**src/sv/kmh_pkg.sv**
```systemverilog
// Shared types and constants for the key modifier histogram.
// Holds action codes, modifier flag positions, register indexes and the decode result.
// No dependencies.
package kmh_pkg;

   localparam int KEY_W        = 8;
   localparam int COMBO_W      = 4;
   localparam int COMBOS       = 16;
   localparam int FLAGS_W      = 5;
   localparam int OUT_COUNT_W  = 32;
   localparam int WVAL_W       = 32;
   localparam int CSR_IDX_W    = 8;
   localparam int CSR_DATA_W   = 64;
   localparam int CAPS_REGS    = 4;
   localparam int CAPS_BITS    = CAPS_REGS * CSR_DATA_W;

   // Modifier flag positions, shift in bit 0
   localparam int FL_SHIFT   = 0;
   localparam int FL_CONTROL = 1;
   localparam int FL_OPTION  = 2;
   localparam int FL_COMMAND = 3;
   localparam int FL_CAPS    = 4;

   typedef enum logic [1:0] {
      ACT_KEY_DOWN = 2'd0,
      ACT_FLAGS    = 2'd1,
      ACT_READ     = 2'd2,
      ACT_WRITE    = 2'd3
   } act_type;

   typedef enum logic [CSR_IDX_W-1:0] {
      CSR_CAPS_LOW      = 8'd0,
      CSR_CAPS_MID_LOW  = 8'd1,
      CSR_CAPS_MID_HIGH = 8'd2,
      CSR_CAPS_HIGH     = 8'd3
   } csr_idx_type;

   // Outcome of decoding one request word
   typedef struct packed {
      logic               in_range;
      logic               counted;
      logic [COMBO_W-1:0] combo_addr;
      logic [COMBO_W-1:0] combo_used;
   } dec_type;

endpackage

```
**src/sv/kmh_decode.sv**
```systemverilog
// Request decoder: range check, modifier edge detection and column selection.
// Depends on kmh_pkg.
module kmh_decode
   import kmh_pkg::*;
#(
   parameter int KEY_CODES = 256
) (
   input  act_type              action,
   input  logic [KEY_W-1:0]     key_code,
   input  logic [FLAGS_W-1:0]   flags,
   input  logic [FLAGS_W-1:0]   last_flags,
   input  logic [COMBO_W-1:0]   modifier_combo,
   input  logic [CAPS_BITS-1:0] caps_mask,
   output dec_type              dec
);

   logic [FLAGS_W-1:0] watched;
   logic               in_range;
   logic               press;
   logic [FLAGS_W-1:0] ev_flags;

   // Flag watched by each modifier key code
   always_comb begin
      watched = '0;
      unique case (key_code)
         8'd54, 8'd55: watched[FL_COMMAND] = 1'b1;
         8'd56, 8'd60: watched[FL_SHIFT]   = 1'b1;
         8'd58, 8'd61: watched[FL_OPTION]  = 1'b1;
         8'd59, 8'd62: watched[FL_CONTROL] = 1'b1;
         8'd57:        watched[FL_CAPS]    = 1'b1;
         default:      watched = '0;
      endcase
   end

   assign in_range = ({1'b0, key_code} < (KEY_W+1)'(KEY_CODES));

   always_comb begin
      ev_flags = flags;
      if (flags[FL_CAPS] && caps_mask[key_code]) begin
         ev_flags[FL_SHIFT] = 1'b1;
      end
   end

   always_comb begin
      press = 1'b0;
      dec   = '0;
      dec.in_range = in_range;
      unique case (action)
         ACT_KEY_DOWN: press = 1'b1;
         ACT_FLAGS:    press = |(watched & flags & ~last_flags);
         ACT_READ,
         ACT_WRITE:    press = 1'b0;
         default:      press = 1'b0;
      endcase
      if (action == ACT_READ || action == ACT_WRITE) begin
         dec.combo_addr = modifier_combo;
         dec.combo_used = modifier_combo;
      end else begin
         dec.counted    = press && in_range;
         dec.combo_addr = ev_flags[COMBO_W-1:0];
         dec.combo_used = (press && in_range) ? ev_flags[COMBO_W-1:0] : '0;
      end
   end

endmodule

```
**config.mk**
```make
export PLATFORM = sky130hd
export DESIGN_NAME = kmh_decode
export DESIGN_NICKNAME = d
export VERILOG_FILES = /design/src/sv/kmh_pkg.sv /design/src/sv/kmh_decode.sv
export SDC_FILE = /design/constraint.sdc
export NUM_CORES = 1
export LEC_CHECK = 0
export BUFFER_PORTS_ARGS = -buffer_cell sky130_fd_sc_hd__buf_2
export CAP_MARGIN = 20
export CORE_AREA = 8 8 106 108
export DETAILED_ROUTE_END_ITERATION = 16
export DIE_AREA = 0 0 114 116
export GPL_ROUTABILITY_DRIVEN = 1
export SYNTH_ARGS = -nofsm -noshare
export SYNTH_HDL_FRONTEND = slang
export SYNTH_SLANG_ARGS = --single-unit
```
**constraint.sdc**
```tcl
create_clock -name vclk -period 2.4
set_input_delay 0.24 -clock vclk [all_inputs]
set_output_delay 0.24 -clock vclk [all_outputs]
set_load 0.02 [all_outputs]
```
==> results.rst <==
.. list-table::
   :header-rows: 1

   * - Metric
     - Value
   * - Status
     - finished, violations left
   * - Violations in the final reports
     - setup timing
   * - Starting density of the core
     - 0.254
   * - Most frequent cell after synthesis
     - sky130_fd_sc_hd__mux4_2
   * - Top area cells in the synthesized netlist
     - sky130_fd_sc_hd__mux4_2 48%, sky130_fd_sc_hd__mux4_1 6.5%, sky130_fd_sc_hd__mux2i_1 4.9%
   * - Cell type contributing the most total cell area after synthesis
     - sky130_fd_sc_hd__mux4_2
   * - Count of endpoints failing setup in the final report
     - 2
   * - Vias per Instance
     - ~5.1
   * - Type of origin of the critical path
     - input pin
   * - Vertical die dimension
     - 116 µm
   * - Post-Synthesis Cell Area
     - about 2400 µm²
   * - Peak supply drop
     - 0.0796 mV
   * - RSZ-0062 raised after global routing
     - true
   * - Leakage power figure
     - 0.00228 µW
   * - Cell Int Power
     - 511 µW
   * - Antenna Nets Post-Route
     - 0
   * - Antenna violations before repair
     - 0
   * - Final period util
     - 1.09
   * - Number of design rule violations left after detail routing
     - 0
   * - Critical path capture point type
     - primary output
   * - Final Worst Setup Slack
     - -0.215 ns
   * - Wire length after detailed routing
     - 14.3 mm
   * - Die footprint
     - 13200 µm²
   * - Number of hold violations in the final report
     - 0
   * - Global router's overall resource usage
     - 0.202
   * - Gpl congestion
     - 0.882
   * - # port buffers
     - 289
   * - Crit-path max FO
     - 8
   * - Number of diodes added for antenna fixing
     - 0
   * - Register cell area after layout
     - 0 µm²
   * - Router iterations before antenna repair
     - 4
   * - Total number of yosys warnings
     - 0
   * - Final worst path period need
     - around 2.6 ns
   * - Power Total
     - around 830 µW
   * - Fmax
     - around 380 MHz
   * - Data required time at the worst endpoint
     - 2.16 ns
   * - Leading post-synthesis cells by instance count
     - 52 x sky130_fd_sc_hd__mux4_2, 12 x sky130_fd_sc_hd__mux2i_1, 11 x sky130_fd_sc_hd__nand2_1
   * - Number of nets at the end of the flow
     - 823
   * - Net switching component of the power
     - approximately 320 µW
   * - Distinct cell type count of the synthesized netlist
     - 46
   * - Type of the worst min-delay path
     - in -> out
   * - Total power divided by cell area
     - 178 nW/µm²
   * - Detailed-route wire length per cell
     - about 21 µm
   * - Sequential share of power
     - 0
   * - Count of non-filler cells in the finished layout
     - 674
   * - Filler Cell Count
     - 957
   * - Sum of overflow across all layers after global routing
     - 0
   * - Number of top-level design ports
     - 290
   * - Pin count of the biggest net entering global routing
     - 28
   * - Worst endpoint data arrival time
     - 2.37 ns
   * - P&R area growth vs syn
     - 93.0%
   * - Post-synth top area share
     - 0.482
   * - Vias after detailed routing
     - 3440
   * - Mean area per synthesized cell
     - 11.1 µm²
   * - Combinational fraction of design power
     - 1.000
   * - Fraction of power consumed by the clock network
     - 0
   * - Syn_nets
     - 499
   * - DP Cell Count
     - between 600 and 700
   * - Number of global-route vias before repair
     - around 4000
   * - Max-cap violations
     - 0
   * - Post-DP HPWL
     - 12.6 mm
   * - DRC violation total after the first TritonRoute iteration
     - around 140
   * - Max-slew violation total from the final report
     - 0
   * - Multi-input combinational cell area
     - 2360 µm²
   * - CORE AREA
     - 9550 µm²
   * - First-pass GRT wire length
     - 21.0 mm
   * - Sequential share of the synthesized area
     - 0
   * - Site Rows
     - 36
   * - Switching Fraction
     - 0.388
   * - Path type of the worst setup path
     - in -> out
   * - Cell count after synthesis
     - between 200 and 250
   * - Count of flip-flops and latches
     - 0
   * - Share of layout cells above drive strength 1
     - 0.797
   * - Share of the core filled with cells in the final layout
     - 0.491
   * - Clkbuf count
     - 0
   * - Die Width
     - 114 µm
==> kinds of logic after synthesis <==
group	synth area share
XOR/XNOR	0.00361
AO/OA/AOI/OAI	0.156
AND/OR/NAND/NOR	0.130
buffers and inverters	0.0757
other	0.00154
multiplexers	0.634
==> placed cells by master (no fill, tap or decap), types with 2 or more instances in the layout <==
| cell | Yosys | final |
|---|---|---|
| sky130_fd_sc_hd__buf_2 | 9 | 284 |
| sky130_fd_sc_hd__mux4_2 | 52 | 52 |
| sky130_fd_sc_hd__buf_4 | 9 | 43 |
| sky130_fd_sc_hd__mux2i_1 | 12 | 12 |
| sky130_fd_sc_hd__nand2_1 | 11 | 11 |
| sky130_fd_sc_hd__buf_12 | 0 | 11 |
| sky130_fd_sc_hd__nor2b_1 | 9 | 8 |
| sky130_fd_sc_hd__nor2_1 | 8 | 8 |
| sky130_fd_sc_hd__mux2_2 | 8 | 7 |
| sky130_fd_sc_hd__nand3_1 | 8 | 7 |
| sky130_fd_sc_hd__mux4_1 | 6 | 6 |
| sky130_fd_sc_hd__o22ai_2 | 0 | 5 |
| sky130_fd_sc_hd__a22oi_1 | 8 | 5 |
| sky130_fd_sc_hd__inv_1 | 4 | 4 |
| sky130_fd_sc_hd__nand2b_1 | 4 | 4 |
| sky130_fd_sc_hd__o22ai_1 | 9 | 4 |
| sky130_fd_sc_hd__nor3_1 | 5 | 4 |
| sky130_fd_sc_hd__buf_6 | 2 | 4 |
| sky130_fd_sc_hd__a21oi_1 | 5 | 3 |
| sky130_fd_sc_hd__o221ai_1 | 3 | 3 |
| sky130_fd_sc_hd__a22oi_2 | 0 | 3 |
| sky130_fd_sc_hd__a21oi_2 | 1 | 3 |
| sky130_fd_sc_hd__a31oi_1 | 5 | 3 |
| sky130_fd_sc_hd__nor3b_1 | 3 | 3 |
| sky130_fd_sc_hd__a22o_1 | 3 | 3 |
| sky130_fd_sc_hd__buf_8 | 1 | 3 |
| sky130_fd_sc_hd__a211oi_1 | 4 | 2 |
| sky130_fd_sc_hd__a211oi_2 | 0 | 2 |
| sky130_fd_sc_hd__o211ai_1 | 2 | 2 |
| sky130_fd_sc_hd__a31oi_2 | 0 | 2 |
| sky130_fd_sc_hd__nor4bb_1 | 2 | 2 |
| sky130_fd_sc_hd__buf_16 | 0 | 2 |
==> stage by stage <==
| step | TNS, ns | hold slack, ns | worst slack (ns) | area (µm²) |
|---|---|---|---|---|
| after global placement | -0.590 | 0.810 | -0.296 | 4250 |
| after global routing | -0.540 | 0.826 | -0.290 | 4690 |
| after floorplan | 0 | 0.579 | 0.0343 | 2430 |
| after CTS | -0.357 | 0.811 | -0.178 | 4550 |
| after detailed placement | -0.694 | 0.810 | -0.346 | 4250 |
| final | -0.380 | 0.808 | -0.215 | 4690 |
==> path summary, 6_finish.rpt <==
kind / startpoint / end / slack [ns] / cells after the start
worst max-delay path: key_code[1] / dec[0] / -0.21 / 12
worst min-delay path: action[0] / dec[8] / 0.81 / 3
==> layer usage <==
metal | up-vias | track usage | share of wire
li1 | 1610 | - | -
met2 | 171 | 0.397 | 0.55
met1 | 1657 | 0.230 | 0.37
met5 | - | 0 | 0
met3 | 2 | 0.0396 | 0.074
met4 | 0 | 0.00621 | 0.0015
==> critical path: stages <==
cell and delay, ns:
sky130_fd_sc_hd__buf_12 0.11, sky130_fd_sc_hd__buf_12 0.14, sky130_fd_sc_hd__buf_12 0.12, sky130_fd_sc_hd__buf_16 0.12
sky130_fd_sc_hd__mux4_2 0.29, sky130_fd_sc_hd__a22oi_2 0.21, sky130_fd_sc_hd__a31oi_2 0.14, sky130_fd_sc_hd__nor4bb_1 0.34
sky130_fd_sc_hd__a221oi_2 0.14, sky130_fd_sc_hd__a41oi_4 0.24, sky130_fd_sc_hd__o21ai_1 0.11, sky130_fd_sc_hd__buf_4 0.16
==> power by group through the flow <==
stage	registers, µW	logic, µW	clock network, µW
global route	0	896	0
finish	0	834	0
global placement	0	729	0
detailed placement	0	742	0
floorplan	0	380	0
CTS	0	813	0
==> what timing repair did <==
item	in CTS	in global routing
resized for setup	30	14
cloned	2	0
pin swaps	15	7
setup endpoints to repair	3	5
buffers inserted	12	9
hold buffers	0	0
endpoints found under the hold margin	0	0
==> final cells by class <==
type | count | share of cell area
Multi-Input combinational cell | 189 | 0.504
Timing Repair Buffer | 348 | 0.457
Tap cell | 133 | 0.0355
Inverter | 4 | 0.00320
(Power assumes the default switching activity.)
